File: config.mk
export PLATFORM = sky130hd
export DESIGN_NAME = lwsm_dp
export DESIGN_NICKNAME = d
export VERILOG_FILES = /design/src/hdl/lwsm_pkg.sv /design/src/hdl/lwsm_dp.sv
export SDC_FILE = /design/constraint.sdc
export NUM_CORES = 1
export LEC_CHECK = 0
export ABC_CLOCK_PERIOD_IN_PS = 4200
export BUFFER_PORTS_ARGS = -buffer_cell sky130_fd_sc_hd__buf_4
export CAP_MARGIN = 20
export CORE_AREA = 2 2 136 138
export CTS_BUF_LIST = sky130_fd_sc_hd__clkbuf_8 sky130_fd_sc_hd__clkbuf_16
export CTS_CLUSTER_SIZE = 10
export DETAILED_ROUTE_END_ITERATION = 12
export DIE_AREA = 0 0 138 140
export PLACE_DENSITY = 0.66
export SETUP_SLACK_MARGIN = 0.05
export SLEW_MARGIN = 10
export SYNTH_ARGS = -nofsm -noshare
export SYNTH_HDL_FRONTEND = slang
export SYNTH_SLANG_ARGS = --single-unit
File: constraint.sdc
create_clock -name clk -period 4.2 [get_ports clk]
set_input_delay 0.21 -clock clk [delete_from_list [all_inputs] [get_ports clk]]
set_output_delay 0.21 -clock clk [all_outputs]
set_load 0.1 [all_outputs]
File: src/hdl/lwsm_pkg.sv
package lwsm_pkg;

  // Field widths
  localparam int ADDR_W     = 20;
  localparam int VAL_W      = 4;
  localparam int STRIDE_W   = 12;
  localparam int MLC_W      = 6;
  localparam int OUT_COL_W  = 6;
  localparam int OUT_ROW_W  = 6;
  localparam int CFG_IDX_W  = 2;
  localparam int CFG_DATA_W = 20;

  // Menu rows have a fixed pitch in nibbles
  localparam int ROW_NIBBLES = 34;

  // Serial divider: one quotient bit per step
  localparam int DIV_BITS  = ADDR_W;
  localparam int DIV_CNT_W = $clog2(DIV_BITS);

  // Register indexes
  localparam logic [CFG_IDX_W-1:0] REG_DISPLAY_BASE    = 2'd0;
  localparam logic [CFG_IDX_W-1:0] REG_LINE_STRIDE     = 2'd1;
  localparam logic [CFG_IDX_W-1:0] REG_MAIN_LINE_COUNT = 2'd2;
  localparam logic [CFG_IDX_W-1:0] REG_MENU_BASE       = 2'd3;

  localparam logic [STRIDE_W-1:0] STRIDE_RESET = 12'd34;
  localparam logic [MLC_W-1:0]    MLC_RESET    = 6'd63;

  typedef struct packed {
    logic [ADDR_W-1:0]   display_base;
    logic [STRIDE_W-1:0] line_stride;
    logic [MLC_W-1:0]    main_line_count;
    logic [ADDR_W-1:0]   menu_base;
  } cfg_t;

  // Microprogram addresses
  localparam int STEP_W = 4;
  typedef logic [STEP_W-1:0] step_t;

  localparam step_t S_FETCH = 4'd0;
  localparam step_t S_CHK   = 4'd1;
  localparam step_t S_SEL   = 4'd2;
  localparam step_t S_DIV   = 4'd3;
  localparam step_t S_MAP   = 4'd4;
  localparam step_t S_LOOP  = 4'd5;
  localparam step_t S_CMP   = 4'd6;
  localparam step_t S_PUSH  = 4'd7;
  localparam step_t S_NEXT  = 4'd8;
  localparam step_t S_FLUSH = 4'd9;
  localparam step_t S_DONE  = 4'd10;

  typedef enum logic [3:0] {
    OP_NOP,
    OP_LOAD,
    OP_DIV_INIT,
    OP_DIV_STEP,
    OP_MAP,
    OP_READ,
    OP_PUSH,
    OP_ROW_INC,
    OP_FLUSH
  } op_t;

  typedef enum logic [3:0] {
    C_ALWAYS,
    C_NO_IN,
    C_BORROW,
    C_NO_DIV,
    C_DIV_MORE,
    C_OFF_SCREEN,
    C_ROWS_DONE,
    C_SAME,
    C_PUSH_WAIT,
    C_FLUSH_WAIT
  } cond_t;

  typedef struct packed {
    op_t   op;
    cond_t cond;
    step_t target;
  } ctrl_t;

  typedef struct packed {
    logic no_in;
    logic borrow;
    logic no_div;
    logic div_more;
    logic off_screen;
    logic rows_done;
    logic same;
    logic push_wait;
    logic flush_wait;
  } flags_t;

  // Control store: jump to target when the condition holds, else fall through
  function automatic ctrl_t ucode(input step_t step);
    ctrl_t w;
    unique case (step)
      S_FETCH: w = '{op: OP_LOAD,     cond: C_NO_IN,      target: S_FETCH};
      S_CHK:   w = '{op: OP_DIV_INIT, cond: C_BORROW,     target: S_FETCH};
      S_SEL:   w = '{op: OP_NOP,      cond: C_NO_DIV,     target: S_MAP};
      S_DIV:   w = '{op: OP_DIV_STEP, cond: C_DIV_MORE,   target: S_DIV};
      S_MAP:   w = '{op: OP_MAP,      cond: C_OFF_SCREEN, target: S_FETCH};
      S_LOOP:  w = '{op: OP_READ,     cond: C_ROWS_DONE,  target: S_FLUSH};
      S_CMP:   w = '{op: OP_NOP,      cond: C_SAME,       target: S_NEXT};
      S_PUSH:  w = '{op: OP_PUSH,     cond: C_PUSH_WAIT,  target: S_PUSH};
      S_NEXT:  w = '{op: OP_ROW_INC,  cond: C_ALWAYS,     target: S_LOOP};
      S_FLUSH: w = '{op: OP_FLUSH,    cond: C_FLUSH_WAIT, target: S_FLUSH};
      S_DONE:  w = '{op: OP_NOP,      cond: C_ALWAYS,     target: S_FETCH};
      default: w = '{op: OP_NOP,      cond: C_ALWAYS,     target: S_FETCH};
    endcase
    return w;
  endfunction

endpackage

File: src/hdl/lwsm_dp.sv
module lwsm_dp
  import lwsm_pkg::*;
#(
  parameter int SCREEN_ROWS = 64,
  parameter int SHADOW_COLS = 36,
  localparam int AW = $clog2(SCREEN_ROWS * SHADOW_COLS)
) (
  input  logic                 clk,
  input  logic                 rst_n,
  input  ctrl_t                ctrl,
  input  cfg_t                 cfg,
  input  logic                 ld,
  input  logic                 in_command,
  input  logic [ADDR_W-1:0]    in_address,
  input  logic [VAL_W-1:0]     in_value,
  output flags_t               flags,
  output logic                 ram_re,
  output logic                 ram_we,
  output logic [AW-1:0]        ram_addr,
  output logic [VAL_W:0]       ram_wdata,
  input  logic [VAL_W:0]       ram_rdata,
  output logic                 out_valid,
  input  logic                 out_stall,
  output logic [OUT_COL_W-1:0] out_column,
  output logic [OUT_ROW_W-1:0] out_row,
  output logic [VAL_W-1:0]     out_pixels,
  output logic                 out_last
);

  localparam int COL_W = $clog2(SHADOW_COLS);
  localparam int ROW_W = $clog2(SCREEN_ROWS + 1);
  localparam int CE_W  = COL_W + OUT_COL_W;
  localparam int RE_W  = ROW_W + OUT_ROW_W;

  localparam logic [ADDR_W-1:0]    COLS_LIM  = ADDR_W'(SHADOW_COLS);
  localparam logic [ADDR_W:0]      ROWS_LIM  = (ADDR_W + 1)'(SCREEN_ROWS);
  localparam logic [MLC_W:0]       ROWS_MLC  = (MLC_W + 1)'(SCREEN_ROWS);
  localparam logic [ROW_W-1:0]     ROWS_CNT  = ROW_W'(SCREEN_ROWS);
  localparam logic [AW-1:0]        COLS_A    = AW'(SHADOW_COLS);
  localparam logic [STRIDE_W-1:0]  MENU_DIV  = STRIDE_W'(ROW_NIBBLES);
  localparam logic [DIV_CNT_W-1:0] DIV_LAST  = DIV_CNT_W'(DIV_BITS - 1);

  // Item registers
  logic                  cmd_r;
  logic [VAL_W-1:0]      val_r;
  logic [ADDR_W-1:0]     off_r;
  logic                  borrow_r;
  // Divider registers
  logic [STRIDE_W-1:0]   dsr_r;
  logic [STRIDE_W-1:0]   rem_r;
  logic [ADDR_W-1:0]     quo_r;
  logic [DIV_CNT_W-1:0]  cnt_r;
  // Position and row loop
  logic [COL_W-1:0]      col_r;
  logic [ROW_W-1:0]      row_r;
  logic [ROW_W-1:0]      lim_r;
  // Held event, sent once the next one or the end is known
  logic                  pend_valid_r;
  logic [COL_W-1:0]      pend_col_r;
  logic [ROW_W-1:0]      pend_row_r;
  // Output register
  logic                  out_valid_r;
  logic [OUT_COL_W-1:0]  out_col_r;
  logic [OUT_ROW_W-1:0]  out_row_r;
  logic [VAL_W-1:0]      out_pix_r;
  logic                  out_last_r;

  logic [ADDR_W-1:0]     base;
  logic [ADDR_W:0]       diff;
  logic [STRIDE_W:0]     shifted;
  logic [STRIDE_W+1:0]   trial;
  logic                  zero_mode;
  logic [ADDR_W:0]       menu_row;
  logic [ADDR_W:0]       row_wide;
  logic [ADDR_W-1:0]     col_wide;
  logic                  off_screen;
  logic [ROW_W-1:0]      zero_lim;
  logic                  out_free;
  logic                  hold_wait;
  logic                  do_push;
  logic                  do_flush;
  logic [CE_W-1:0]       col_ext;
  logic [RE_W-1:0]       row_ext;

  // Offset from the selected base; the top bit flags an address below it
  assign base = in_command ? cfg.menu_base : cfg.display_base;
  assign diff = {1'b0, in_address} - {1'b0, base};

  // Restoring divide step
  assign shifted = {rem_r, quo_r[ADDR_W-1]};
  assign trial   = {1'b0, shifted} - {2'b00, dsr_r};

  // Map the quotient and remainder, or the raw offset, to a position
  assign zero_mode = !cmd_r && (cfg.line_stride == '0);
  assign menu_row  = {{(ADDR_W + 1 - MLC_W){1'b0}}, cfg.main_line_count}
                     + (ADDR_W + 1)'(1) + {1'b0, quo_r};
  assign row_wide  = cmd_r ? menu_row : {1'b0, quo_r};
  assign col_wide  = zero_mode ? off_r : {{(ADDR_W - STRIDE_W){1'b0}}, rem_r};
  assign off_screen = (col_wide >= COLS_LIM) || (!zero_mode && (row_wide >= ROWS_LIM));

  // Zero stride visits rows below both the line count and the screen height
  always_comb begin
    if ({1'b0, cfg.main_line_count} >= ROWS_MLC) begin
      zero_lim = ROWS_CNT;
    end else begin
      zero_lim = ROW_W'(cfg.main_line_count);
    end
  end

  // Shadow access
  assign ram_addr  = AW'(row_r) * COLS_A + AW'(col_r);
  assign ram_re    = (ctrl.op == OP_READ);
  assign ram_we    = do_push;
  assign ram_wdata = {1'b1, val_r};

  // Output hand-off
  assign out_free  = !out_valid_r || !out_stall;
  assign hold_wait = pend_valid_r && !out_free;
  assign do_push   = (ctrl.op == OP_PUSH) && !hold_wait;
  assign do_flush  = (ctrl.op == OP_FLUSH) && !hold_wait;
  assign col_ext   = CE_W'(pend_col_r);
  assign row_ext   = RE_W'(pend_row_r);

  // Status for the sequencer
  always_comb begin
    flags.no_in      = !ld;
    flags.borrow     = borrow_r;
    flags.no_div     = zero_mode;
    flags.div_more   = (cnt_r != DIV_LAST);
    flags.off_screen = off_screen;
    flags.rows_done  = (row_r >= lim_r);
    flags.same       = ram_rdata[VAL_W] && (ram_rdata[VAL_W-1:0] == val_r);
    flags.push_wait  = hold_wait;
    flags.flush_wait = hold_wait;
  end

  // Execute the datapath operation of the current step
  always_ff @(posedge clk) begin
    unique case (ctrl.op)
      OP_LOAD: begin
        if (ld) begin
          cmd_r    <= in_command;
          val_r    <= in_value;
          off_r    <= diff[ADDR_W-1:0];
          borrow_r <= diff[ADDR_W];
        end
      end
      OP_DIV_INIT: begin
        rem_r <= '0;
        quo_r <= off_r;
        cnt_r <= '0;
        dsr_r <= cmd_r ? MENU_DIV : cfg.line_stride;
      end
      OP_DIV_STEP: begin
        if (!trial[STRIDE_W+1]) begin
          rem_r <= trial[STRIDE_W-1:0];
          quo_r <= {quo_r[ADDR_W-2:0], 1'b1};
        end else begin
          rem_r <= shifted[STRIDE_W-1:0];
          quo_r <= {quo_r[ADDR_W-2:0], 1'b0};
        end
        cnt_r <= cnt_r + DIV_CNT_W'(1);
      end
      OP_MAP: begin
        col_r <= COL_W'(col_wide);
        if (zero_mode) begin
          row_r <= '0;
          lim_r <= zero_lim;
        end else begin
          row_r <= ROW_W'(row_wide);
          lim_r <= ROW_W'(row_wide) + ROW_W'(1);
        end
      end
      OP_ROW_INC: begin
        row_r <= row_r + ROW_W'(1);
      end
      default: begin
      end
    endcase
  end

  // Hold a changed position; release the previous one as a beat
  always_ff @(posedge clk) begin
    if (do_push) begin
      pend_col_r <= col_r;
      pend_row_r <= row_r;
    end
    if ((do_push || do_flush) && pend_valid_r) begin
      out_col_r  <= col_ext[OUT_COL_W-1:0];
      out_row_r  <= row_ext[OUT_ROW_W-1:0];
      out_pix_r  <= val_r;
      out_last_r <= do_flush;
    end
  end

  // Valid flags of the held event and the output register
  always_ff @(posedge clk) begin
    if (!rst_n) begin
      pend_valid_r <= 1'b0;
      out_valid_r  <= 1'b0;
    end else begin
      if (out_valid_r && !out_stall) begin
        out_valid_r <= 1'b0;
      end
      if ((do_push || do_flush) && pend_valid_r) begin
        out_valid_r <= 1'b1;
      end
      if (do_push) begin
        pend_valid_r <= 1'b1;
      end else if (do_flush) begin
        pend_valid_r <= 1'b0;
      end
    end
  end

  assign out_valid  = out_valid_r;
  assign out_column = out_col_r;
  assign out_row    = out_row_r;
  assign out_pixels = out_pix_r;
  assign out_last   = out_last_r;

endmodule

Word-level counts from Yosys, hierarchy flattened
Cells that the tools add are included.
- bits of input ports: 104
- logic and storage cells: 81
- output and inout port bits: 46
- register bits: 126
- reductions and logical operators: 24
- add/sub/neg operators: 8
- equal/unequal tests: 10
- magnitude comparators: 3
- muxes and demuxes: 15
- multipliers: 1
- operator list (operator ; number):
    2-to-1 mux 20 bit ; 2
    case mux 20 bit (2 select lines) ; 1
    case mux 12 bit (2 select lines) ; 1
    adder 7 x 20 -> 21 bit ; 1
    greater-or-equal comparator 21 x 7 -> 1 bit, second input constant ; 1
    2-to-1 mux 21 bit ; 1
    subtractor 20 x 20 -> 21 bit ; 1
    greater-or-equal comparator 20 x 6 -> 1 bit, second input constant ; 1
    == test 4 x 3 -> 1 bit, second input constant ; 4
    adder 7 x 1 -> 7 bit, second input constant ; 2
    case mux 7 bit (2 select lines) ; 1
    subtractor 13 x 12 -> 14 bit ; 1
    adder 12 x 6 -> 12 bit ; 1
    zero test 12 bit ; 1
    2-to-1 mux 12 bit ; 1
    multiplier 7 x 4 -> 10 bit, second input constant ; 1
    case mux 5 bit (2 select lines) ; 1
    == test 4 x 2 -> 1 bit, second input constant ; 2
    logical AND 1 bit ; 8
    nonzero test 2 bit ; 4
    adder 6 x 1 -> 7 bit, second input constant ; 1
    greater-or-equal comparator 7 bit ; 1
    zero test 1 bit ; 7
    2-to-1 mux 7 bit ; 1
    9 further kinds ; 15

Logic depth before layout (Yosys ltp)
- word-level depth: 9
- mapped depth: 13
- mapped depth without buffers: 12

Least setup slack after synthesis
OpenSTA, ideal clock, no wires.
- path type: reg2reg
- from: reg out_valid_r (netlist: out_valid)
- to: reg out_col_r[0] (netlist: out_column[0]), enable pin
- clock period less this slack: 4.963 ns
- stages on the path, launching flop included: 4
- setup time: 0.375 ns
- data arrival time: 4.588 ns
- buffers on the path: 0
- data required time: 3.825 ns
- setup slack: -0.763 ns
- cells stage by stage: dfxtp_1 > and3_1 > nor3_1 > o21a_1
- longest elaborated chain between the ends: 8
- elaborated cells between the ends (all ways): 9
- classes of those cells: reduce/logical: 9
- ends and longest elaborated chain (item ; RTL line ; source):
    start: declaration ; lwsm_dp.sv:62 ; logic out_valid_r;
    start signal: assignment ; lwsm_dp.sv:200 ; out_valid_r <= 1'b0;
    start signal: assignment ; lwsm_dp.sv:203 ; out_valid_r <= 1'b0;
    start signal: assignment ; lwsm_dp.sv:206 ; out_valid_r <= 1'b1;
    zero test 1 bit ; lwsm_dp.sv:117 ; assign out_free = !out_valid_r || !out_stall;
    logical OR 1 bit ; lwsm_dp.sv:117 ;
    zero test 1 bit ; lwsm_dp.sv:118 ; assign hold_wait = pend_valid_r && !out_free;
    logical AND 1 bit ; lwsm_dp.sv:118 ;
    via hold_wait ; lwsm_dp.sv:79 ; logic hold_wait;
    zero test 1 bit ; lwsm_dp.sv:119 ; assign do_push = (ctrl.op == OP_PUSH) && !hold_wait;
    logical AND 1 bit ; lwsm_dp.sv:119 ;
    via ram_we ; lwsm_dp.sv:18 ; output logic ram_we,
    logical OR 1 bit ; lwsm_dp.sv:188 ; if ((do_push || do_flush) && pend_valid_r) begin
    logical AND 1 bit ; lwsm_dp.sv:188 ;
    end signal: assignment ; lwsm_dp.sv:189 ; out_col_r <= col_ext[OUT_COL_W-1:0];
    end: declaration ; lwsm_dp.sv:63 ; logic [OUT_COL_W-1:0] out_col_r;
The timed path passes the listed nets, and every way through them passes these cells.
A chain may end at the register's enable or synchronous reset.

==> out/metrics.yaml <==
yosys:
  synth-edff-count: 124
  syn_area_per_cell_um2: 11.13
  yosysWarnings: 0
  netlist_instances: 713
  synth-async-reset-ratio_pct: 0
  synth_cell_type_count: 65
  yosysTopAreaCell: "edfxtp_1"
  ys_top_cells_by_count: "124 x edfxtp_1, 60 x ha_1, 55 x inv_1"
  ys.flop_type: "edfxtp_1"
  netlist_area_um2: 7934
  yosysMostFrequentCell: "edfxtp_1"
  ys_ff_latch: 126
  synth_top_area_share_pct: 46.93
  synth.area.top_cells: "edfxtp_1 47%, ha_1 9.5%, xnor2_1 4.0%, mux2i_1 3.8%, mux2_2 3.0%"
  syn_nets: 882
  seq_area_frac_synth_pct: 47.44
worst_setup_path:
  rr_worst_depth: 11
  crit_type: "register to primary output"
  setup.worst_path.end_class: "primary output"
  cp_top_family: "compound AO/OA/AOI/OAI gates"
  path_buf_inv: 3
  r2r_setup_slack_ps: 1460
  critPathArrivalTime_ps: 3230
  startpoint_type: "register"
  r2r-start: "dsr_r[1]"
  cpMaxStageDelayCell: "fa_1"
  cp.required_ps: 3990
  r2r_end: "rem_r[9]"
  startpoint: "quo_r[0]"
  max_stage_delay_ps: 410
  cp_num_cells: 13
  path_cells: "inv_1, ha_1, inv_1, fa_1, a211o_1, o211ai_1, a21oi_1, nand4_1, mux2i_1, nand4_1, a211oi_2, a31oi_1, buf_4"
  worstPathMaxFanout: 5
  endpoint: "flags[4]"
clock_network:
  htree_levels: 4
  cts.sinks: 126
  root_buffer: "clkbuf_16"
  cts.clk_slew.worst_paths_ps: 60
  cts.path.max_buffers: 2
  numCtsBuffers: 17
  post-cts-setup-buffers: 0
  cts_tree: "yes"
  clk_latency_ps: 420
detailed_routing:
  dr.pass1.iters: 6
  wl_per_cell_um: 14.28
  postRouteAntennaNets: 0
  wl_mm: 15.74
  vias: 5726
  drt_iter0_markers: 244
  vias_per_cell: 5.196
  drc: 0
sta:
  finalSetupTns_ps: 0
  fin_crit_ps: 3444
  rsz0062_at_grt: "false"
  drv_slew: 0
  finalHoldViolCount: 0
  relSlewSlack_pct: 33.54
  period_share_pct: 81.99
  finalSetupViolations: 0
  fmax_mhz: 290.4
  worst_pin_slew_ps: 994.9
  fin_worst_skew_ps: 8.921
place:
  dp_hpwl_mm: 12.03
  gpl.final_weighted_congestion: 0.8327
  port_buffers: 140
  placed_area_um2: 9210
status:
  status: "finished clean"
power_and_ir_drop:
  ir_drop_v: 0.0002996
  power_w: 0.003534
  p_leak_nw: 4.058
  p_per_area_nw_per_um2: 358.5
cells_and_area:
  nNetsFinal: 1029
  multi_input_area_um2: 3857
  final-seq-area_um2: 3764
  drive_gt1_share_pct: 24.05
  fin_area_um2: 9858
  nFillCells: 1589
  antenna_cells: 0
  area_growth_pct: 24.25
hold_path:
  min_from: "out_stall"
  hold_class: "primary input to register"
floorplanning:
  die-width_um: 138
  initial_core_util_pct: 44.62
  row_count: 49
  num_io_pins: 150
  die_y_um: 140
  die_area_um2: 19320
  core_area_um2: 17780
global_routing:
  first_global_vias: 5499
  antenna_found_initial: 0
  grt_pass1_wl_mm: 26.36
  grt-ovfl-total: 0
  grt_usage_pct: 16.74
  grt_start_max_net_pins: 42
run:
  maxCapViolations: 0
## layout make-up
| class | instances | area share (%) |
|---|---|---|
| clock buffers | 18 | 4.455 |
| clock inverters | 14 | 1.612 |
| inverters | 55 | 2.094 |
| multi-input cells | 509 | 39.13 |
| flip-flops and latches | 126 | 38.18 |
| well taps | 229 | 2.906 |
| repair buffers | 151 | 11.63 |
## cell families after synthesis
logic type	after synthesis	share of synthesized area, %
adders and majority gates	65	10.72
buffers and inverters	78	4.085
DFF	126	47.44
and+or+nand+nor	210	14.23
xor gates and xnor gates	53	5.851
AOI/OAI and AO/OA	127	10.49
muxes	53	7.144
other	1	0.04727
## flip-flops by register name, indices dropped and copies added, names as in the netlist, 7 cells and up
register / flops
row_r: 7
quo_r: 20
rem_r: 12
lim_r: 7
off_r: 20
dsr_r: 12
## worst reg2reg max path, stage by stage, from the launching register on
cell and delay [ps]:
edfxtp_1 430, inv_1 70, ha_1 280, nor2b_1 130, o21ai_1 170, a21oi_1 120
o211ai_1 330, o211ai_1 230, o21ai_1 170, buf_4 250, mux2i_1 230, nor2_1 50
## cell usage in the layout (no fill, tap or decap), types with 9 or more instances in the layout
master,instances
xor2_1,17
edfxtp_1,124
a21o_1,10
o21a_1,9
o21ai_0,24
nand2b_1,9
xnor2_1,36
mux2i_1,30
nor2b_1,31
mux2_2,21
a21oi_1,31
ha_1,60
nor2_1,52
o21ai_1,10
inv_1,55
nand2_1,38
nand3_1,24
clkbuf_16,17
buf_4,146
nor3_1,9
## worst min path at each step
stage,cells after the start,slack (ps),endpoint
floorplan,0,310,cmd_r
detailed placement,1,390,val_r[3]
global placement,1,390,val_r[1]
CTS,3,40,out_valid
finish,3,50,out_valid
global route,2,70,dsr_r[1]
## report_power, final
part | total (W) | internal (W) | leakage [nW] | switching (W)
logic | 0.000626 | 0.000259 | 2.63 | 0.000366
clock network | 0.00147 | 0.000897 | 0.281 | 0.000568
registers | 0.00144 | 0.00142 | 1.15 | 0.0000203
## routing by layer
layer	vias to the layer above	wire, µm	global-route usage (%)
met5	-	0	0
met4	0	296	6.176
met3	20	875	3.726
met2	180	7048	26.47
met1	2611	7520	22.74
li1	2915	-	-
## per-stage QoR
stage                     utilization [%]  cells  setup slack (ps)  hold WS [ps]
after global placement              51.80   1065             984.6         388.3
after floorplan                         -    713             536.8         308.9
final                               55.45   1102             756.3         52.64
after CTS                           55.45   1102             711.5         36.44
after detailed placement            51.80   1065             930.2         390.3
after global routing                55.45   1102             579.4         69.51
## what timing repair did
action / 4_1_cts / 5_1_grt
hold endpoints to repair: 6 / 0
hold buffers: 5 / 0
resized for setup: 0 / 0
endpoints found under the setup margin: 0 / 0
(Power assumes the default switching activity.)
