### config.mk
export PLATFORM = sky130hd
export DESIGN_NAME = lwsm_seq
export DESIGN_NICKNAME = d
export VERILOG_FILES = /design/src/hdl/lwsm_pkg.sv /design/src/hdl/lwsm_seq.sv
export SDC_FILE = /design/constraint.sdc
export NUM_CORES = 1
export LEC_CHECK = 0
export BUFFER_PORTS_ARGS = -buffer_cell sky130_fd_sc_hd__buf_2
export CAP_MARGIN = 25
export CORE_AREA = 2 2 49 51
export DETAILED_ROUTE_END_ITERATION = 6
export DIE_AREA = 0 0 51 53
export GPL_TIMING_DRIVEN = 0
export PLACE_DENSITY_LB_ADDON = 0.08
export SLEW_MARGIN = 20
export SYNTH_ARGS = -nofsm -noshare
export SYNTH_HDL_FRONTEND = slang
export SYNTH_SLANG_ARGS = --single-unit
### constraint.sdc
create_clock -name clk -period 3.1 [get_ports clk]
set_clock_uncertainty 0.05 [all_clocks]
set_input_delay 0.155 -clock clk [delete_from_list [all_inputs] [get_ports clk]]
set_output_delay 0.155 -clock clk [all_outputs]
set_load 0.01 [all_outputs]
### src/hdl/lwsm_pkg.sv
package lwsm_pkg;

  // Field widths
  localparam int ADDR_W     = 20;
  localparam int VAL_W      = 4;
  localparam int STRIDE_W   = 12;
  localparam int MLC_W      = 6;
  localparam int OUT_COL_W  = 6;
  localparam int OUT_ROW_W  = 6;
  localparam int CFG_IDX_W  = 2;
  localparam int CFG_DATA_W = 20;

  // Menu rows have a fixed pitch in nibbles
  localparam int ROW_NIBBLES = 34;

  // Serial divider: one quotient bit per step
  localparam int DIV_BITS  = ADDR_W;
  localparam int DIV_CNT_W = $clog2(DIV_BITS);

  // Register indexes
  localparam logic [CFG_IDX_W-1:0] REG_DISPLAY_BASE    = 2'd0;
  localparam logic [CFG_IDX_W-1:0] REG_LINE_STRIDE     = 2'd1;
  localparam logic [CFG_IDX_W-1:0] REG_MAIN_LINE_COUNT = 2'd2;
  localparam logic [CFG_IDX_W-1:0] REG_MENU_BASE       = 2'd3;

  localparam logic [STRIDE_W-1:0] STRIDE_RESET = 12'd34;
  localparam logic [MLC_W-1:0]    MLC_RESET    = 6'd63;

  typedef struct packed {
    logic [ADDR_W-1:0]   display_base;
    logic [STRIDE_W-1:0] line_stride;
    logic [MLC_W-1:0]    main_line_count;
    logic [ADDR_W-1:0]   menu_base;
  } cfg_t;

  // Microprogram addresses
  localparam int STEP_W = 4;
  typedef logic [STEP_W-1:0] step_t;

  localparam step_t S_FETCH = 4'd0;
  localparam step_t S_CHK   = 4'd1;
  localparam step_t S_SEL   = 4'd2;
  localparam step_t S_DIV   = 4'd3;
  localparam step_t S_MAP   = 4'd4;
  localparam step_t S_LOOP  = 4'd5;
  localparam step_t S_CMP   = 4'd6;
  localparam step_t S_PUSH  = 4'd7;
  localparam step_t S_NEXT  = 4'd8;
  localparam step_t S_FLUSH = 4'd9;
  localparam step_t S_DONE  = 4'd10;

  typedef enum logic [3:0] {
    OP_NOP,
    OP_LOAD,
    OP_DIV_INIT,
    OP_DIV_STEP,
    OP_MAP,
    OP_READ,
    OP_PUSH,
    OP_ROW_INC,
    OP_FLUSH
  } op_t;

  typedef enum logic [3:0] {
    C_ALWAYS,
    C_NO_IN,
    C_BORROW,
    C_NO_DIV,
    C_DIV_MORE,
    C_OFF_SCREEN,
    C_ROWS_DONE,
    C_SAME,
    C_PUSH_WAIT,
    C_FLUSH_WAIT
  } cond_t;

  typedef struct packed {
    op_t   op;
    cond_t cond;
    step_t target;
  } ctrl_t;

  typedef struct packed {
    logic no_in;
    logic borrow;
    logic no_div;
    logic div_more;
    logic off_screen;
    logic rows_done;
    logic same;
    logic push_wait;
    logic flush_wait;
  } flags_t;

  // Control store: jump to target when the condition holds, else fall through
  function automatic ctrl_t ucode(input step_t step);
    ctrl_t w;
    unique case (step)
      S_FETCH: w = '{op: OP_LOAD,     cond: C_NO_IN,      target: S_FETCH};
      S_CHK:   w = '{op: OP_DIV_INIT, cond: C_BORROW,     target: S_FETCH};
      S_SEL:   w = '{op: OP_NOP,      cond: C_NO_DIV,     target: S_MAP};
      S_DIV:   w = '{op: OP_DIV_STEP, cond: C_DIV_MORE,   target: S_DIV};
      S_MAP:   w = '{op: OP_MAP,      cond: C_OFF_SCREEN, target: S_FETCH};
      S_LOOP:  w = '{op: OP_READ,     cond: C_ROWS_DONE,  target: S_FLUSH};
      S_CMP:   w = '{op: OP_NOP,      cond: C_SAME,       target: S_NEXT};
      S_PUSH:  w = '{op: OP_PUSH,     cond: C_PUSH_WAIT,  target: S_PUSH};
      S_NEXT:  w = '{op: OP_ROW_INC,  cond: C_ALWAYS,     target: S_LOOP};
      S_FLUSH: w = '{op: OP_FLUSH,    cond: C_FLUSH_WAIT, target: S_FLUSH};
      S_DONE:  w = '{op: OP_NOP,      cond: C_ALWAYS,     target: S_FETCH};
      default: w = '{op: OP_NOP,      cond: C_ALWAYS,     target: S_FETCH};
    endcase
    return w;
  endfunction

endpackage

### src/hdl/lwsm_seq.sv
module lwsm_seq
  import lwsm_pkg::*;
(
  input  logic   clk,
  input  logic   rst_n,
  input  flags_t flags,
  output ctrl_t  ctrl
);

  step_t step_r;
  step_t step_nxt;
  logic  hit;

  // Fetch the control word of the current step
  assign ctrl = ucode(step_r);

  // Select the jump condition
  always_comb begin
    unique case (ctrl.cond)
      C_ALWAYS:     hit = 1'b1;
      C_NO_IN:      hit = flags.no_in;
      C_BORROW:     hit = flags.borrow;
      C_NO_DIV:     hit = flags.no_div;
      C_DIV_MORE:   hit = flags.div_more;
      C_OFF_SCREEN: hit = flags.off_screen;
      C_ROWS_DONE:  hit = flags.rows_done;
      C_SAME:       hit = flags.same;
      C_PUSH_WAIT:  hit = flags.push_wait;
      C_FLUSH_WAIT: hit = flags.flush_wait;
      default:      hit = 1'b1;
    endcase
  end

  assign step_nxt = hit ? ctrl.target : step_r + step_t'(1);

  // Advance the step counter
  always_ff @(posedge clk) begin
    if (!rst_n) begin
      step_r <= S_FETCH;
    end else begin
      step_r <= step_nxt;
    end
  end

endmodule

; Word-level counts from Yosys, hierarchy flattened
; Memories as Yosys holds them, arrays and structs flattened. A register that Yosys moved wholly into a read port is not among the register bits.
; Cells that the tools add are included.
[classes]
add_sub_neg = 1
eq_ne = 9
muxes = 3
[op_table]
columns = operator, n
row1 = equality test 4 x 3 -> 1 bit (second input constant), 4
row2 = one-hot mux 1 bit (9 select lines), 1
row3 = equality test 4 x 2 -> 1 bit (second input constant), 2
row4 = equality test 4 bit (second input constant), 2
row5 = two-way mux 4 bit, 2
row6 = adder 4 x 1 -> 4 bit (second input constant), 1
row7 = equality test 4 x 1 -> 1 bit (second input constant), 1
[totals]
register_bits = 4
romBits = 192
inputBits = 11
out_inout_bits = 12
word_cells = 15
mem_count = 1
[mem_list]
columns = memory, depth, width, rd, rd_clocked_by_memory_dff, write_ports, line
row1 = (no name shown), 16, 12, 1, 1, 0, lwsm_pkg.sv:98  ; unique case (step)

; Depth between registers and ports, before layout
; Gate-level depths: netlist of run 1.
[depth]
ltp_word = 4
depth_mapped = 11
ltp_nobuf = 9

; Least setup slack after synthesis of run 1
; OpenSTA, ideal clock, no wires.
[synth_path]
path_type = reg-to-reg
start = register ctrl[4] (netlist name)
end = register ctrl[8] (netlist name)
setup_ns = 0.070
arrival_time_ns = 2.498
t_required_ns = 2.980
slack_ns = 0.482
path_stages_with_launch = 11
path_buffers = 2
period_less_slack_ns = 2.618
path_cell_list = dfxtp_1 buf_4 or3b_1 a32o_1 buf_6 or2_2 a21oi_1 inv_1 ha_1 and2_2 o2bb2ai_1
[synth_via]
elab_chain_len = 4
elab_cells_between_ends = 12
cone_classes = eq/ne (9) / mux (3)
[synth_lines]
columns = element, line
row1 = "equality test 4 bit, or another cell as far along", lwsm_seq.sv:19  ; unique case (ctrl.cond)
row2 = one-hot mux 1 bit (9 select lines) *, lwsm_seq.sv:19
row3 = two-way mux 4 bit *, lwsm_seq.sv:34  ; assign step_nxt = hit ? ctrl.target : step_r + step_t'(1);
row4 = two-way mux 4 bit (no line) *, --
; Mark *: on every way between the ends. The rest lies on a longest branch, timed or not.
; A chain may end at the register's enable or synchronous reset.

; Worst setup path in the final report of run 1
[layout_path]
start = register ctrl[4] (netlist name)
end = register ctrl[8] (netlist name)
[layout_via]
elab_chain_len = 4
elab_cells_between_ends = 12
cone_classes = eq/ne (9) / mux (3)
[layout_lines]
columns = element, line
row1 = "equality test 4 bit, or another cell as far along", lwsm_seq.sv:19
row2 = one-hot mux 1 bit (9 select lines) *, lwsm_seq.sv:19
row3 = two-way mux 4 bit *, lwsm_seq.sv:34
row4 = two-way mux 4 bit (no line) *, --
; Marked as above.

==> results of run 1 <==
[sequential cells by signal, summed over array words and instances, names as in the netlist]
register / flops
step_r: 4
ctrl: 12
[final timing paths]
kind	startpoint	to
max	ctrl[4]	ctrl[8]
min	rst_n	step_r[0]
max reg2reg	ctrl[4]	ctrl[8]
min reg2reg	ctrl[0]	step_r[0]
[stage by stage]
stage	instance area (um^2)	std cells	util (%)	power (mW)
2_1_floorplan	915	96	-	0.503
3_3_place_gp	1060	146	49.3	0.579
3_5_place_dp	1060	146	49.3	0.584
4_1_cts	1100	150	51.0	0.719
5_1_grt	1100	150	51.0	0.765
6_report	1100	150	51.0	0.711
[layout make-up]
class	instances	area, um^2	area share (%)
multi-input cells	70	546	49.8
well taps	28	35.0	3.20
plain buffers	3	22.5	2.05
inverters	7	26.3	2.40
flip-flops and latches	16	320	29.2
clock buffers	4	36.3	3.31
repair buffers	22	110	10.0
[power by group]
part / internal, mW / switching (mW) / total (mW)
clock: 0.0716 / 0.0645 / 0.136
sequential: 0.243 / 0.0280 / 0.271
combinational: 0.148 / 0.156 / 0.304
total: 0.463 / 0.248 / 0.711
[synthesized netlist by cell type, types with 2 or more instances]
cell type | number | area share [%]
ha_1 | 7 | 9.6
and2_2 | 2 | 1.6
inv_1 | 7 | 2.9
mux2i_1 | 6 | 6.6
xor2_1 | 2 | 1.9
a21o_2 | 2 | 1.9
o2bb2ai_1 | 3 | 2.9
nand2_1 | 8 | 3.3
mux2_2 | 2 | 2.5
nor2_1 | 10 | 4.1
a211oi_1 | 2 | 1.6
dfxtp_1 | 16 | 35
a21oi_1 | 6 | 3.3
a31oi_1 | 2 | 1.4
o21bai_1 | 2 | 1.6
[layer usage]
| layer | wire (um) | up-vias | GRT usage [%] |
|---|---|---|---|
| li1 | - | 389 | - |
| met1 | 891 | 350 | 21.1 |
| met2 | 860 | 14 | 24.7 |
| met3 | 59 | 5 | 1.69 |
| met4 | 34 | 0 | 6.76 |
| met5 | 0 | - | 0 |
[worst max-delay path, cell delays in order (launching register included)]
cell,delay [ps]
dfxtp_1,330
buf_4,140
or3b_1,340
a32o_1,270
buf_6,140
or2_2,280
a21oi_1,410
inv_1,170
ha_1,330
and2_2,180
o2bb2ai_1,130
[logic make-up after synthesis]
logic type / count (synthesis) / synth area share (%)
multiplexers: 10 / 13.1
buffers and inverters: 10 / 5.34
AO/OA/AOI/OAI: 22 / 17.4
adder cells (fa/ha/maj): 7 / 9.58
flip-flops: 16 / 35.0
XOR/XNOR: 3 / 2.87
AND/OR/NAND/NOR: 28 / 16.7
==> results.yml, run 1 <==
worst_setup_path:
  critical_path.endpoint_type: "flip-flop"
  crit_type: "flip-flop to flip-flop"
  cp_max_fo: 9
  reg2reg_slack_ps: 250
  reg2reg_depth: 10
  crit_path_start_kind: "flip-flop"
  arrival_ps: 3020
  crit_required_ps: 3270
die:
  die_h_um: 53
  initial_core_util_pct: 42.6
  rows: 17
  dieWidth_um: 51
  coreArea_um2: 2150
  die_area_um2: 2700
  io_pins: 23
clock_tree:
  cts_tree: "yes"
  cts_buffer_depth: 2
  clk_latency_ps: 290
  cts_resized: 0
  cts_root_buf: "clkbuf_4"
  cts_max_level: 1
  cts_buffers: 3
  ctsHoldBuffers: 0
  clk_pin_slew_ps: 90
  cts.sinks: 16
  cts_setup_buffers: 0
power_and_ir_drop:
  power_density_nw_per_um2: 649
  p_leak_nw: 0.522
  ir_drop_v: 0.000349
synth:
  yosysUniqueCellTypes: 34
  syn_area_um2: 915
  seq_area_frac_synth_pct: 35.0
  synthArstFlopShare_pct: 0
  synth_edf_count: 0
  ys_ff_latch: 16
  synthCells: 96
  synthFlopType: "dfxtp_1"
  avgSynthCellArea_um2: 9.53
  yosysWarnings: 0
  syn_nets: 114
timing:
  final.period_utilization_pct: 92.0
  rsz0062_at_grt: "false"
  layout_min_cycle_time_ps: 2850
  finalMaxSlewViolations: 0
  tightest_slew_ps: 491
  fin_tns_setup_ps: 0
  fmax_mhz: 351
  setup_violations: 0
  worst_slack_ps: 248
  whs_ps: 182
  hold_viol: 0
  slew_headroom_pct: 67.3
run:
  cap_violations: 0
drt:
  dr_total_vias: 758
  drtAntennaViolNets: 0
  vias_per_cell: 5.05
  drc_errors: 0
  initialDrtViolationCount: 9
  wl_per_cell_um: 12.3
  drt_first_pass_iters: 4
  wl_um: 1850
worst_hold_path:
  min_path_cells: 3
  hp-class: "input pin to flip-flop"
final_layout:
  area_growth_syn_to_layout_pct: 19.8
  diodes: 0
  fillers: 219
  mostFrequentLayoutCell: "buf_2"
  final_cell_mix: "buf_2, dfxtp_1, nor2_1"
  layout-drive-gt1-share_pct: 32.0
  nets: 141
placed_design:
  place.detailed.hpwl_um: 1470
  preCtsSetupSlack_ps: 247
  gp_congestion: 0.717
  port_buffers: 22
global_route:
  antenna_found_initial: 0
  first_global_vias: 705
  grt_pass1_wl_um: 3170
  grt_max_degree: 10
  grt.total_usage_pct: 15.5
  overflow: 0
status:
  outcome: "finished, final reports clean"
Power figures use the tool's default switching activity.
==> inputs of run 2 (changes only) <==
Settings changed: CELL_PAD_IN_SITES_DETAIL_PLACEMENT set to 1, CELL_PAD_IN_SITES_GLOBAL_PLACEMENT set to 2, CORE_AREA 2 2 49 51 to 3 3 59 61, DIE_AREA 0 0 51 53 to 0 0 62 64.
==> results.yml, run 2 (synthesized netlist as in run 1, its figures left out) <==
clock_tree:
  cts_resized: 0
  cts.sinks: 16
  cts_buffer_depth: 2
  cts_setup_buffers: 0
  cts_max_level: 1
  cts_buffers: 3
  cts_tree: "yes"
  cts_root_buf: "clkbuf_4"
  clk_pin_slew_ps: 90
  ctsHoldBuffers: 0
  clk_latency_ps: 280
timing:
  fin_tns_setup_ps: 0
  whs_ps: 203
  layout_min_cycle_time_ps: 2860
  fmax_mhz: 350
  finalMaxSlewViolations: 0
  tightest_slew_ps: 472
  setup_violations: 0
  final.period_utilization_pct: 92.1
  hold_viol: 0
  rsz0062_at_grt: "false"
  slew_headroom_pct: 68.5
drt:
  wl_um: 2140
  drt_first_pass_iters: 3
  vias_per_cell: 4.60
  dr_total_vias: 763
  drc_errors: 0
  drtAntennaViolNets: 0
  wl_per_cell_um: 12.9
  initialDrtViolationCount: 28
final_layout:
  fin_area_um2: 1120
  diodes: 0
  fillers: 372
  nets: 141
  area_growth_syn_to_layout_pct: 22.0
  mostFrequentLayoutCell: "buf_2"
  layout-drive-gt1-share_pct: 32.0
  largest_reg_flops: 12
  utilization_pct: 36.9
  final_cell_mix: "buf_2, dfxtp_1, nor2_1"
  final_cells: 166
worst_setup_path:
  cp_slowest_stage_delay_ps: 390
  crit_chain: "buf_4 -> or3b_1 -> a32o_1 -> buf_6 -> or2_2 -> a21oi_1 -> inv_1 -> ha_1 -> and2_2 -> o2bb2ai_1"
  crit_required_ps: 3270
  crit_path_start_kind: "flip-flop"
  crit_cells: 10
  arrival_ps: 3020
  cp_num_buf_inv: 3
  crit_type: "flip-flop to flip-flop"
  critical_path.endpoint_type: "flip-flop"
  cp_max_fo: 9
  crit_path_top_delay_cell: "a21oi_1"
  path_delay_family: "simple AND/OR/NAND/NOR gates"
  reg2reg_depth: 10
die:
  initial_core_util_pct: 30.2
  dieWidth_um: 62
  die_area_um2: 3970
  io_pins: 23
  coreArea_um2: 3030
  rows: 20
  die_h_um: 64
global_route:
  antenna_found_initial: 0
  grt_pass1_wl_um: 3630
  overflow: 0
  grt_max_degree: 10
  grt.total_usage_pct: 12.2
  first_global_vias: 804
run:
  cap_violations: 0
placed_design:
  port_buffers: 22
  placed_cell_area_um2: 1080
  place.detailed.hpwl_um: 1720
  gp_congestion: 0.698
  dp.cells: 162
power_and_ir_drop:
  ir_drop_v: 0.000191
  power_density_nw_per_um2: 642
  p_leak_nw: 0.522
worst_hold_path:
  min_path_cells: 3
  hp-class: "input pin to flip-flop"
status:
  outcome: "finished, final reports clean"
-- run 2: final cells by class --
cell class | instances | area, um^2 | area share [%]
multi-input combinational | 70 | 546 | 48.9
sequential | 16 | 320 | 28.7
timing repair buffer | 22 | 110 | 9.87
tap | 44 | 55.1 | 4.93
clock buffer | 4 | 36.3 | 3.25
inverter | 7 | 26.3 | 2.35
buffer | 3 | 22.5 | 2.02
-- run 2: routing by layer --
layer | vias to the layer above | routed length, um | GRT usage (%)
met3 | 4 | 62 | 2.63
met5 | - | 0 | 0
met4 | 0 | 31 | 4.77
li1 | 390 | - | -
met1 | 354 | 1040 | 15.0
met2 | 15 | 1000 | 19.9
-- run 2: through the flow --
stage	worst slack, ps	power (mW)
floorplan	482	0.503
CTS	155	0.734
finish	244	0.716
detailed placement	189	0.595
global placement	192	0.591
global route	43.2	0.780
-- run 2: final timing paths --
check / from / endpoint / slack, ps
worst max-delay path: ctrl[4] / ctrl[8] / 240
worst min-delay path: rst_n / step_r[0] / 200
worst max register to register: ctrl[4] / ctrl[8] / 240
worst min register to register: ctrl[0] / step_r[0] / 470
-- run 2: worst register-to-register path, delay by kind of cell (launching register included) --
family                   cells  cell delay [ps]
buffers and inverters        3              450
AO/OA/AOI/OAI                3              800
adder cells (fa/ha/maj)      1              320
flip-flops                   1              330
AND/OR/NAND/NOR              3              840
-- run 2: report_power, final --
group	internal, mW	total [mW]	switching, mW
sequential	0.243	0.271	0.0285
clock	0.0715	0.133	0.0618
combinational	0.149	0.312	0.163
==> inputs of run 3 (changes only) <==
Clock period 3.1 ns to 2.9 ns, I/O delays scaled along.
==> results.yml, run 3 (synthesized netlist as in run 1, its figures left out) <==
drt:
  initialDrtViolationCount: 26
  vias_per_cell: 4.62
  wl_per_cell_um: 12.9
  dr_total_vias: 767
  drt_first_pass_iters: 4
  wl_um: 2150
  drc_errors: 0
  drtAntennaViolNets: 0
power_and_ir_drop:
  internal-power_mw: 0.496
  power.switching_mw: 0.274
  ir_drop_v: 0.000207
  seqPwrFrac_pct: 37.7
  comb_power_share_pct: 43.8
  p_leak_nw: 0.522
  clockPowerShare_pct: 18.5
  power_switching_share_pct: 35.6
  power_density_nw_per_um2: 688
  power.total_mw: 0.770
final_layout:
  final_cells: 166
  diodes: 0
  nets: 141
  final-seq-area_um2: 320
  largest_reg_flops: 12
  fillers: 371
  final_cell_mix: "buf_2, dfxtp_1, nor2_1"
  mostFrequentLayoutCell: "buf_2"
  area_growth_syn_to_layout_pct: 22.4
  layout-drive-gt1-share_pct: 32.8
  multi_input_area_um2: 549
clock_tree:
  clk_latency_ps: 280
  cts_tree: "yes"
  clk_pin_slew_ps: 90
  cts_buffers: 3
  cts_max_level: 1
  cts.sinks: 16
  cts_root_buf: "clkbuf_4"
  cts_buffer_depth: 2
die:
  dieWidth_um: 62
  die_h_um: 64
  die_area_um2: 3970
  rows: 20
  io_pins: 23
  coreArea_um2: 3030
  initial_core_util_pct: 30.2
global_route:
  grt_pass1_wl_um: 3630
  first_global_vias: 804
  met1_usage_pct: 15.0
  overflow: 0
  grtUsageMet3_pct: 2.63
  use_met2_pct: 19.9
  antenna_found_initial: 0
  grt_max_degree: 10
  grt.total_usage_pct: 12.2
  grt-busiest-layer: "met2"
timing:
  slew_headroom_pct: 73.5
  fmax_mhz: 369
  rsz0062_at_grt: "false"
  worst_slack_ps: 191
  whs_ps: 208
  layout_min_cycle_time_ps: 2710
  setup_violations: 0
  tightest_slew_ps: 396
  final.period_utilization_pct: 93.4
  hold_viol: 0
  finalMaxSlewViolations: 0
worst_setup_path:
  critical_path.endpoint_type: "flip-flop"
  cp_max_fo: 9
  crit_type: "flip-flop to flip-flop"
  arrival_ps: 2870
  reg2reg_slack_ps: 190
  crit_path_start_kind: "flip-flop"
  crit_required_ps: 3070
placed_design:
  gp_congestion: 0.698
  place.detailed.hpwl_um: 1720
  dp.cells: 162
  preCtsSetupSlack_ps: -11.4
  port_buffers: 22
worst_hold_path:
  hp-class: "input pin to flip-flop"
status:
  outcome: "finished, final reports clean"
run:
  cap_violations: 0
run 3: cell counts in the layout (fill, tap and decap cells not counted):
No cell type changed its count.
run 3: final timing paths:
path | startpoint | end | cells after the start
worst max-delay path | ctrl[4] | ctrl[8] | 10
worst min-delay path | rst_n | step_r[0] | 3
worst max register to register | ctrl[4] | ctrl[8] | 10
worst min register to register | ctrl[0] | step_r[0] | 2
run 3: layout make-up:
| class | count | area share (%) |
|---|---|---|
| multi-input combinational | 70 | 49.1 |
| inverter | 7 | 2.35 |
| tap | 44 | 4.92 |
| clock buffer | 4 | 3.24 |
| timing repair buffer | 22 | 9.83 |
| sequential | 16 | 28.6 |
| buffer | 3 | 2.01 |
run 3: critical path, stage by stage (launching register included):
cell and delay, ps:
dfxtp_1 330, buf_4 150, or3b_1 360, a32o_1 280
buf_6 140, or2_2 290, a21oi_2 280, inv_1 130
ha_1 310, and2_2 190, o2bb2ai_1 130
run 3: power groups by stage:
stage          Combinational [mW]  Sequential, mW  Clock [mW]
6_report                    0.338           0.290       0.142
5_1_grt                     0.376           0.298       0.163
4_1_cts                     0.346           0.291       0.151
3_5_place_dp                0.339           0.296           0
3_3_place_gp                0.338           0.294           0
2_1_floorplan               0.233           0.306           0
run 3: per-stage QoR:
| step | setup TNS (ps) | util, % | instance area, um^2 |
|---|---|---|---|
| 6_report | 0 | 37.0 | 1120 |
| 5_1_grt | 0 | 37.0 | 1120 |
| 4_1_cts | 0 | 37.0 | 1120 |
| 3_5_place_dp | -11.4 | 35.7 | 1080 |
| 3_3_place_gp | -8.03 | 35.7 | 1080 |
| 2_1_floorplan | 0 | - | 915 |
run 3: layer usage:
metal | part of all wire [%] | wire length, um | vias to the layer above
met3 | 2.9 | 62 | 4
met4 | 1.4 | 31 | 0
met5 | 0 | 0 | -
met1 | 49 | 1050 | 357
met2 | 47 | 1000 | 15
li1 | - | - | 391
run 3: repair_timing:
| item | 4_1_cts | 5_1_grt |
|---|---|---|
| endpoints found under the setup margin | 2 | 0 |
| resized for setup | 1 | 0 |
| hold buffers | 0 | 0 |
| buffers inserted | 0 | 0 |
